[config.mk]
export PLATFORM = sky130hd
export DESIGN_NAME = wrs_stat
export DESIGN_NICKNAME = d
export VERILOG_FILES = /design/src/rtl/core/wrs_pkg.sv /design/src/rtl/core/wrs_div.sv /design/src/rtl/core/wrs_sqrt.sv /design/src/rtl/core/wrs_stat.sv
export SDC_FILE = /design/constraint.sdc
export NUM_CORES = 2
export LEC_CHECK = 0
export ABC_AREA = 1
export BUFFER_PORTS_ARGS = -buffer_cell sky130_fd_sc_hd__buf_2
export CAP_MARGIN = 15
export CORE_MARGIN = 2
export CORE_UTILIZATION = 58
export CTS_CLUSTER_SIZE = 16
export DETAILED_ROUTE_END_ITERATION = 10
export PLACE_DENSITY = 0.78
export SYNTH_ARGS = -nofsm -noshare
export SYNTH_HDL_FRONTEND = slang
export SYNTH_SLANG_ARGS = --single-unit
[constraint.sdc]
create_clock -name aclk -period 9.7 [get_ports aclk]
set_input_delay 0.97 -clock aclk [delete_from_list [all_inputs] [get_ports aclk]]
set_output_delay 0.97 -clock aclk [all_outputs]
set_load 0.01 [all_outputs]
[src/rtl/core/wrs_pkg.sv]
`default_nettype none
package wrs_pkg;

    localparam int SAMPLE_W = 20;
    localparam int COUNT_W  = 20;
    localparam int SUM_W    = 40;
    localparam int SQSUM_W  = 60;
    localparam int PROD_W   = 80;
    localparam int DVD_W    = 96;
    localparam int DVS_W    = 40;
    localparam int QUO_W    = 64;
    localparam int ROOT_W   = 32;
    localparam int STAT_W   = 28;
    localparam int STEP_W   = 7;

    localparam logic [COUNT_W-1:0] COUNT_MAX = 20'hFFFFF;

    localparam logic [1:0] MODE_ADD     = 2'd0;
    localparam logic [1:0] MODE_CLR_WIN = 2'd1;
    localparam logic [1:0] MODE_CLR_RPT = 2'd2;

    typedef struct packed {
        logic               start;
        logic [COUNT_W-1:0] n;
        logic [SUM_W-1:0]   s;
        logic [SQSUM_W-1:0] sq;
    } stat_req_t;

    typedef struct packed {
        logic              busy;
        logic [STAT_W-1:0] mean;
        logic [STAT_W-1:0] stddev;
    } stat_rsp_t;

    typedef struct packed {
        logic              start;
        logic [DVD_W-1:0]  dividend;
        logic [DVS_W-1:0]  divisor;
        logic [STEP_W-1:0] steps;
    } div_req_t;

    typedef struct packed {
        logic             busy;
        logic [QUO_W-1:0] quot;
    } div_rsp_t;

    typedef struct packed {
        logic             start;
        logic [QUO_W-1:0] radicand;
    } sqrt_req_t;

    typedef struct packed {
        logic              busy;
        logic [ROOT_W-1:0] root;
    } sqrt_rsp_t;

endpackage
`default_nettype wire

[src/rtl/core/wrs_div.sv]
`default_nettype none
// Restoring divider, one quotient bit per cycle, dividend consumed MSB first.
module wrs_div
    import wrs_pkg::*;
(
    input  wire logic aclk,
    input  wire logic aresetn,
    input  div_req_t  req,
    output div_rsp_t  rsp
);

    logic              busy_reg;
    logic [STEP_W-1:0] cnt_reg;
    logic [DVD_W-1:0]  dvd_reg;
    logic [DVS_W-1:0]  dvs_reg;
    logic [DVS_W-1:0]  rem_reg;
    logic [QUO_W-1:0]  quo_reg;

    logic [DVS_W:0] trial;
    logic           fits;

    assign trial = {rem_reg, dvd_reg[DVD_W-1]};
    assign fits  = trial >= {1'b0, dvs_reg};

    always_ff @(posedge aclk) begin
        if (!aresetn) begin
            busy_reg <= 1'b0;
        end else if (req.start) begin
            busy_reg <= 1'b1;
        end else if (busy_reg && cnt_reg == STEP_W'(1)) begin
            busy_reg <= 1'b0;
        end
    end

    always_ff @(posedge aclk) begin
        if (req.start) begin
            cnt_reg <= req.steps;
            dvd_reg <= req.dividend;
            dvs_reg <= req.divisor;
            rem_reg <= '0;
            quo_reg <= '0;
        end else if (busy_reg) begin
            cnt_reg <= cnt_reg - STEP_W'(1);
            dvd_reg <= {dvd_reg[DVD_W-2:0], 1'b0};
            rem_reg <= fits ? DVS_W'(trial - {1'b0, dvs_reg}) : trial[DVS_W-1:0];
            quo_reg <= {quo_reg[QUO_W-2:0], fits};
        end
    end

    assign rsp.busy = busy_reg;
    assign rsp.quot = quo_reg;

endmodule
`default_nettype wire

[src/rtl/core/wrs_sqrt.sv]
`default_nettype none
// Digit-by-digit integer square root, two radicand bits per cycle.
module wrs_sqrt
    import wrs_pkg::*;
(
    input  wire logic aclk,
    input  wire logic aresetn,
    input  sqrt_req_t req,
    output sqrt_rsp_t rsp
);

    localparam int REM_W = ROOT_W + 2;
    localparam int CNT_W = $clog2(ROOT_W + 1);

    logic              busy_reg;
    logic [CNT_W-1:0]  cnt_reg;
    logic [QUO_W-1:0]  rad_reg;
    logic [REM_W-1:0]  rem_reg;
    logic [ROOT_W-1:0] root_reg;

    logic [REM_W-1:0] pulled;
    logic [REM_W-1:0] trial;
    logic             fits;

    assign pulled = {rem_reg[ROOT_W-1:0], rad_reg[QUO_W-1 -: 2]};
    assign trial  = {root_reg, 2'b01};
    assign fits   = pulled >= trial;

    always_ff @(posedge aclk) begin
        if (!aresetn) begin
            busy_reg <= 1'b0;
        end else if (req.start) begin
            busy_reg <= 1'b1;
        end else if (busy_reg && cnt_reg == CNT_W'(1)) begin
            busy_reg <= 1'b0;
        end
    end

    always_ff @(posedge aclk) begin
        if (req.start) begin
            cnt_reg  <= CNT_W'(ROOT_W);
            rad_reg  <= req.radicand;
            rem_reg  <= '0;
            root_reg <= '0;
        end else if (busy_reg) begin
            cnt_reg  <= cnt_reg - CNT_W'(1);
            rad_reg  <= {rad_reg[QUO_W-3:0], 2'b00};
            rem_reg  <= fits ? pulled - trial : pulled;
            root_reg <= {root_reg[ROOT_W-2:0], fits};
        end
    end

    assign rsp.busy = busy_reg;
    assign rsp.root = root_reg;

endmodule
`default_nettype wire

[src/rtl/core/wrs_stat.sv]
`default_nettype none
// Mean and sample stddev of (n, sum, sum of squares): serial divide for the mean,
// shift-add products for n*sq - s*s, serial divide by n*(n-1), then square root.
module wrs_stat
    import wrs_pkg::*;
(
    input  wire logic aclk,
    input  wire logic aresetn,
    input  stat_req_t req,
    output stat_rsp_t rsp
);

    localparam logic [2:0] E_IDLE = 3'd0;
    localparam logic [2:0] E_MDIV = 3'd1;
    localparam logic [2:0] E_MUL1 = 3'd2;
    localparam logic [2:0] E_MUL2 = 3'd3;
    localparam logic [2:0] E_SUB  = 3'd4;
    localparam logic [2:0] E_DIFF = 3'd5;
    localparam logic [2:0] E_VDIV = 3'd6;
    localparam logic [2:0] E_SQRT = 3'd7;

    localparam int MCNT_W = 6;

    logic [2:0]         state_reg;
    logic [COUNT_W-1:0] n_reg;
    logic [SUM_W-1:0]   s_reg;
    logic [SQSUM_W-1:0] sq_reg;
    logic [STAT_W-1:0]  mean_reg;
    logic [STAT_W-1:0]  sd_reg;
    logic [PROD_W-1:0]  acc_reg;
    logic [PROD_W-1:0]  p1_reg;
    logic [PROD_W-1:0]  diff_reg;
    logic [SUM_W-1:0]   mul_a_reg;
    logic [SQSUM_W-1:0] mul_b_reg;
    logic [MCNT_W-1:0]  mul_cnt_reg;
    logic [DVS_W-1:0]   nn_reg;

    logic [PROD_W-1:0] acc_next;
    div_req_t          div_req;
    div_rsp_t          div_rsp;
    sqrt_req_t         sqrt_req;
    sqrt_rsp_t         sqrt_rsp;

    assign acc_next = {acc_reg[PROD_W-2:0], 1'b0}
                    + (mul_a_reg[SUM_W-1] ? PROD_W'(mul_b_reg) : '0);

    always_comb begin
        div_req.start    = (state_reg == E_IDLE && req.start && req.n != '0)
                         || state_reg == E_DIFF;
        if (state_reg == E_IDLE) begin
            div_req.dividend = {req.s, 8'b0, 48'b0};
            div_req.divisor  = DVS_W'(req.n);
            div_req.steps    = STEP_W'(48);
        end else begin
            div_req.dividend = {diff_reg, 16'b0};
            div_req.divisor  = nn_reg;
            div_req.steps    = STEP_W'(DVD_W);
        end
    end

    assign sqrt_req.start    = state_reg == E_VDIV && !div_rsp.busy;
    assign sqrt_req.radicand = div_rsp.quot;

    wrs_div u_div (
        .aclk    (aclk),
        .aresetn (aresetn),
        .req     (div_req),
        .rsp     (div_rsp)
    );

    wrs_sqrt u_sqrt (
        .aclk    (aclk),
        .aresetn (aresetn),
        .req     (sqrt_req),
        .rsp     (sqrt_rsp)
    );

    always_ff @(posedge aclk) begin
        if (!aresetn) begin
            state_reg <= E_IDLE;
        end else begin
            case (state_reg)
                E_IDLE: begin
                    if (req.start) begin
                        n_reg  <= req.n;
                        s_reg  <= req.s;
                        sq_reg <= req.sq;
                        if (req.n == '0) begin
                            mean_reg <= '0;
                            sd_reg   <= '0;
                        end else begin
                            state_reg <= E_MDIV;
                        end
                    end
                end
                E_MDIV: begin
                    if (!div_rsp.busy) begin
                        mean_reg <= div_rsp.quot[STAT_W-1:0];
                        if (n_reg < COUNT_W'(2)) begin
                            sd_reg    <= '0;
                            state_reg <= E_IDLE;
                        end else begin
                            acc_reg     <= '0;
                            mul_a_reg   <= {n_reg, 20'b0};
                            mul_b_reg   <= sq_reg;
                            mul_cnt_reg <= MCNT_W'(COUNT_W);
                            nn_reg      <= {20'b0, n_reg} * {20'b0, n_reg - COUNT_W'(1)};
                            state_reg   <= E_MUL1;
                        end
                    end
                end
                E_MUL1: begin
                    mul_a_reg   <= {mul_a_reg[SUM_W-2:0], 1'b0};
                    mul_cnt_reg <= mul_cnt_reg - MCNT_W'(1);
                    acc_reg     <= acc_next;
                    if (mul_cnt_reg == MCNT_W'(1)) begin
                        p1_reg      <= acc_next;
                        acc_reg     <= '0;
                        mul_a_reg   <= s_reg;
                        mul_b_reg   <= SQSUM_W'(s_reg);
                        mul_cnt_reg <= MCNT_W'(SUM_W);
                        state_reg   <= E_MUL2;
                    end
                end
                E_MUL2: begin
                    mul_a_reg   <= {mul_a_reg[SUM_W-2:0], 1'b0};
                    mul_cnt_reg <= mul_cnt_reg - MCNT_W'(1);
                    acc_reg     <= acc_next;
                    if (mul_cnt_reg == MCNT_W'(1)) begin
                        state_reg <= E_SUB;
                    end
                end
                E_SUB: begin
                    diff_reg  <= p1_reg - acc_reg;
                    state_reg <= E_DIFF;
                end
                E_DIFF: begin
                    state_reg <= E_VDIV;
                end
                E_VDIV: begin
                    if (!div_rsp.busy) begin
                        state_reg <= E_SQRT;
                    end
                end
                E_SQRT: begin
                    if (!sqrt_rsp.busy) begin
                        sd_reg    <= sqrt_rsp.root[STAT_W-1:0];
                        state_reg <= E_IDLE;
                    end
                end
                default: begin
                    state_reg <= E_IDLE;
                end
            endcase
        end
    end

    assign rsp.busy   = state_reg != E_IDLE;
    assign rsp.mean   = mean_reg;
    assign rsp.stddev = sd_reg;

endmodule
`default_nettype wire
# Word-level counts from Yosys, hierarchy flattened
# Index checks and enable logic that the tools add are counted.
[op_classes]
bitwise_logic = 2
muxes = 47
div = 0
n_addsub = 8
mul = 1
reduce_logical = 28
eq_ne = 20
shifts = 0
magnitude_cmp = 3
[ops]
columns = ["cell", "count"]
rows = [
  ["$mux W60", 4],
  ["$mux W80", 3],
  ["$pmux W80 S3", 1],
  ["$mux W96", 2],
  ["$mux W28", 6],
  ["$mux W40", 4],
  ["$mux W143", 1],
  ["$mux W64", 2],
  ["$pmux W40 S3", 1],
  ["$pmux W60 S2", 1],
  ["$pmux W28 S3", 1],
  ["$add A80 B60 Y80", 1],
  ["$sub A80 B80 Y80", 1],
  ["$pmux W28 S2", 1],
  ["$ge A41 B40 Y1", 1],
  ["$mul A20 B20 Y40", 1],
  ["$sub A40 B40 Y40", 1],
  ["$ge A34 B34 Y1", 1],
  ["$mux W32", 1],
  ["$sub A32 B32 Y32", 1],
  ["$pmux W3 S8", 1],
  ["$mux W3", 7],
  ["$logic_not A20 Y1", 1],
  ["$lt A20 B2 Y1 const B", 1],
  ["28 further kinds", 64],
]
[totals]
regBits = 948
rom_bits = 0
word_cells = 134
mem_bits_rw = 0
in_bits = 123
memories = 0
out_inout_bits = 57
latch_bits = 0

# Longest topological paths before layout
[logic_depth]
word_depth = 5
ltp_mapped = 36
depth_no_buf = 34

# By module
# Synthesis repeated with hierarchy kept, for this count alone.
[unflattened]
cells_unflattened = 9083
hier_area_um2 = 69436.6
[by_module_without_submodules]
columns = ["module", "cells_each", "seq_area_each_um2", "n_inst", "area_per_inst_um2"]
rows = [
  ["wrs_stat", 6192, 16906.2, 1, 48303.8],
  ["wrs_div", 1723, 6396.1, 1, 13053.8],
  ["wrs_sqrt", 1168, 3343.2, 1, 8079.0],
]

# Worst setup path before layout
# Ideal clock, no wire load.
[synth_timing]
kind = "input-to-reg"
start = "in req[120] (netlist name)"
end = "reg n_reg[0], enable pin"
setup_ps = 747
arrival_ps = 9326
t_required_ps = 8953
cell_stages = 3
n_path_buf = 1
setup_slack_ps = -372
cell_sequence = "buf_1 > inv_1 > nor3_1"
[synth_via]
elab_chain_cells = 1
[synth_lines]
columns = ["element", "line_no", "rtl"]
rows = [
  ["start, declared", "wrs_stat.sv:9", "input stat_req_t req,"],
  ["$reduce_and A3 Y1 (no source line)", "--", ""],
  ["end signal, assigned", "wrs_stat.sv:85", "n_reg <= req.n;"],
  ["end, declared", "wrs_stat.sv:25", "logic [COUNT_W-1:0] n_reg;"],
]
# No other way between the ends.
# A chain may end at the register's enable or synchronous reset.

# Worst setup path in the final report
[layout_timing]
start = "reg n_reg[6]"
end = "reg nn_reg[28], data pin"
[layout_via]
elab_chain_cells = 2
[layout_lines]
columns = ["element", "line_no", "rtl"]
rows = [
  ["$sub A20 B1 Y20", "wrs_stat.sv:107", "nn_reg <= {20'b0, n_reg} * {20'b0, n_reg - COUNT_W'(1)};"],
  ["$mul A20 B20 Y40 *", "wrs_stat.sv:107", ""],
  ["end signal, assigned", "wrs_stat.sv:107", ""],
  ["end, declared", "wrs_stat.sv:36", "logic [DVS_W-1:0] nn_reg;"],
]
# Every way passes the cells marked *; elsewhere a longest branch is shown, timed or not.

==> key figures <==
STA
  • Transition time of the tightest slew-check pin: between 1 and 1.5 ns
  • Setup violators final: 0
  • Number of max-slew violations in the final report: 0
  • Worst Skew: around 0.059 ns
  • Normalized max-slew margin: between 20% and 30%
  • RSZ-0062 raised after global routing: false
  • Hold slack final: between 0.4 and 0.5 ns
  • Number of endpoints with negative hold slack in the final report: 0
  • Clock period minus worst slack: roughly 8.3 ns
  • Post-route setup TNS: 0 ns
  • Top achievable clock speed: between 100 and 150 MHz
  • Fin crit share: between 80 and 90%

Setup path
  • Critical Path End Type: flip-flop
  • Category of the critical setup timing path: flip-flop to flip-flop
  • Setup crit end: nn_reg[28]
  • Crit path required time: approximately 10 ns
  • Data arrival time of the worst path: ~8.8 ns
  • Kind of start point of the critical path: flip-flop
  • Worst reg-to-reg path cell count: 26
  • Worst setup path start: n_reg[6]
  • Worst reg-to-reg setup slack: 1.35 ns
  • Worst R2R Start: n_reg[6]
  • Critical path peak fanout: 12
  • Endpoint of the worst-slack reg-to-reg timing path: nn_reg[28]

Final layout
  • Seq. cell area: 0.0262 mm2
  • Synth-to-Final Area Change: 8.54%
  • Post-layout utilization of the core: between 60 and 70%
  • Number of nets in the layout: approximately 9,500
  • Area of combinational cells with multiple inputs: about 0.034 mm2
  • Share of post-route cells with drive strength above 1: roughly 5.6%
  • Most frequent standard cell in the layout excluding fill and tap cells: sky130_fd_sc_hd__nand2_1
  • Final-layout fill cell count: 10,070
  • Commonest cells after routing, fill and taps aside: sky130_fd_sc_hd__nand2_1, sky130_fd_sc_hd__inv_1, sky130_fd_sc_hd__nor2_1, sky130_fd_sc_hd__edfxtp_1, sky130_fd_sc_hd__ha_1

Clock network
  • Number of setup buffers added after CTS: 0
  • CTS tree: done
  • Hold buffer count at cts: 0
  • Clock tree root driver cell: sky130_fd_sc_hd__clkbuf_16
  • CTS sink count: between 900 and 1,000
  • Maximum level of the CTS H-tree: 3
  • Largest buffer count on any clock path: 3
  • Count of instances resized after the clock tree is built: 0
  • Clock slew seen by the registers of the worst setup and hold paths: ~0.06 ns
  • Worst-skew pair later-pin latency: about 0.73 ns
  • Number of buffers added by the clock tree synthesis step: 98

Detailed routing
  • Routed vias: 58,315
  • Post-DR vias/cell: around 5.7
  • Detailed-route DRC error count: 0
  • Routed wire per std cell: 21.9 um
  • Number of nets with antenna violations after detailed routing: 0
  • Drt first-iter violations: 6,632
  • Pre-antenna DRT Iters: 6
  • Overall routed net length: approximately 230 mm

Global route
  • First-pass GRT wire length: around 330 mm
  • Initial antenna violation count: 27
  • Largest net degree at the start of global routing: 97
  • Remaining Overflow, GRT: 0
  • Vias in the first global route: between 50,000 and 60,000
  • GRT Overall Usage: 37.6%

Die
  • Area of the placeable core: 0.116 mm2
  • Cell Rows: roughly 130
  • Horiz. Die Dim: ~340 um
  • Y dimension of the die: 345 um
  • Initial core utilization: between 50% and 60%
  • I/O pins: 180
  • Area of the die: 0.119 mm2

Yosys
  • Number of distinct library cells after synthesis: 51
  • Share of Yosys cell area claimed by the top area cell type: 33.5%
  • Number of instances in the synthesized netlist: 8,550
  • Syn_area_per_cell: slightly below 8 um2
  • Sequential element share of the synthesized area: roughly 39%
  • Mapped Nets: 9,385
  • Number of warnings issued by yosys: 0
  • Total standard cell area after synthesis: around 0.067 mm2
  • Cell taking the most area after synthesis: sky130_fd_sc_hd__edfxtp_1
  • Post-synthesis sequential element count: slightly above 900
  • Most area-consuming cells after synthesis: sky130_fd_sc_hd__edfxtp_1, sky130_fd_sc_hd__nand2_1, sky130_fd_sc_hd__fa_1

Min path
  • Worst min path class: primary input to flip-flop

Run
  • Max-cap check violation count: 0

Placement
  • Number of input and output port buffers inserted: 179
  • HPWL after DPL: between 150 and 200 mm
  • Gpl congestion: 1.07

Status
  • Result of the run: completed
per-stage QoR:
| stage | setup slack, ns | area, um2 | instances |
|---|---|---|---|
| after detailed placement | 1.41 | 69800 | 10101 |
| after CTS | 1.40 | 73100 | 10287 |
| after global placement | 1.51 | 69800 | 10101 |
| after global routing | 0.896 | 73100 | 10288 |
| final | 1.35 | 73200 | 10298 |
| after floorplan | 1.88 | 67400 | 8550 |
layout make-up:
| cell class | instances | area share (%) |
|---|---|---|
| Timing Repair Buffer | 244 | 1.89 |
| Clock buffer | 122 | 3.59 |
| Multi-Input combinational cell | 5692 | 46.4 |
| Antenna cell | 11 | 0.0376 |
| Tap cell | 1524 | 2.61 |
| Inverter | 1710 | 8.78 |
| Sequential cell | 931 | 35.8 |
| Clock inverter | 64 | 0.908 |
worst max-delay path, cell delays in order (launching register included):
cell	delay, ns
sky130_fd_sc_hd__edfxtp_1	0.38
sky130_fd_sc_hd__inv_1	0.29
sky130_fd_sc_hd__nand3_1	0.20
sky130_fd_sc_hd__nor3_1	0.48
sky130_fd_sc_hd__nand3_1	0.18
sky130_fd_sc_hd__nand3b_1	0.20
sky130_fd_sc_hd__ha_1	0.49
sky130_fd_sc_hd__inv_1	0.30
sky130_fd_sc_hd__nand2_1	0.12
sky130_fd_sc_hd__fa_1	0.52
sky130_fd_sc_hd__fa_1	0.54
sky130_fd_sc_hd__inv_1	0.06
sky130_fd_sc_hd__fa_1	0.52
sky130_fd_sc_hd__fa_1	0.52
sky130_fd_sc_hd__fa_1	0.52
sky130_fd_sc_hd__fa_1	0.55
sky130_fd_sc_hd__inv_1	0.06
sky130_fd_sc_hd__fa_1	0.53
sky130_fd_sc_hd__inv_1	0.04
sky130_fd_sc_hd__ha_1	0.39
sky130_fd_sc_hd__a21oi_1	0.22
sky130_fd_sc_hd__o21ai_0	0.19
sky130_fd_sc_hd__a21oi_1	0.17
sky130_fd_sc_hd__nand2_1	0.09
sky130_fd_sc_hd__a21oi_1	0.21
sky130_fd_sc_hd__o21ai_0	0.14
sky130_fd_sc_hd__xor2_1	0.16
routing by layer:
metal  routed length, um  GRT usage [%]  vias up
met1               97200           55.3    27538
met5                 130              0        -
met3               29200           11.0      355
li1                    -              -    27264
met4                6410           10.5       20
met2               92200           53.8     3138
worst min-delay path by stage:
stage	start	endpoint	slack, ns	cells after the start
2_1_floorplan	u_div.quo_reg[9]	u_div.quo_reg[10]	0.43	2
3_3_place_gp	u_div.quo_reg[9]	u_div.quo_reg[10]	0.43	2
3_5_place_dp	u_div.quo_reg[21]	u_div.quo_reg[22]	0.44	2
4_1_cts	req[40]	sq_reg[40]	0.38	1
5_1_grt	req[40]	sq_reg[40]	0.41	1
6_report	req[40]	sq_reg[40]	0.42	1
cell families after synthesis:
kind of cell	after synthesis	share of synthesized area, %
simple gates	3901	23.7
buf+inv	1927	11.0
flops	931	38.8
compound gates	909	7.54
fa+ha+maj	712	16.8
xor+xnor	170	2.21
cell usage after synthesis, drive strengths merged:
cell type / n
nand3b: 24
clkinv: 14
dfxtp: 179
ha: 389
nor3: 60
o211ai: 12
and3: 1
nand3: 339
nand4: 155
edfxtp: 752
o21ai: 392
buf: 76
xnor2: 56
nor4: 26
o21a: 13
a21boi: 12
xor2: 114
o21bai: 32
fa: 323
o221ai: 20
a211oi: 3
and2: 11
a22o: 39
nor2: 945
a31oi: 11
nor3b: 5
inv: 1696
a21oi: 320
o22ai: 33
clkbuf: 141
nand2: 2324
a21o: 20
or2: 11
o2111ai: 2
Power is not shown: default switching activity piles up to over one toggle a cycle in this logic, so the estimate is an artifact.
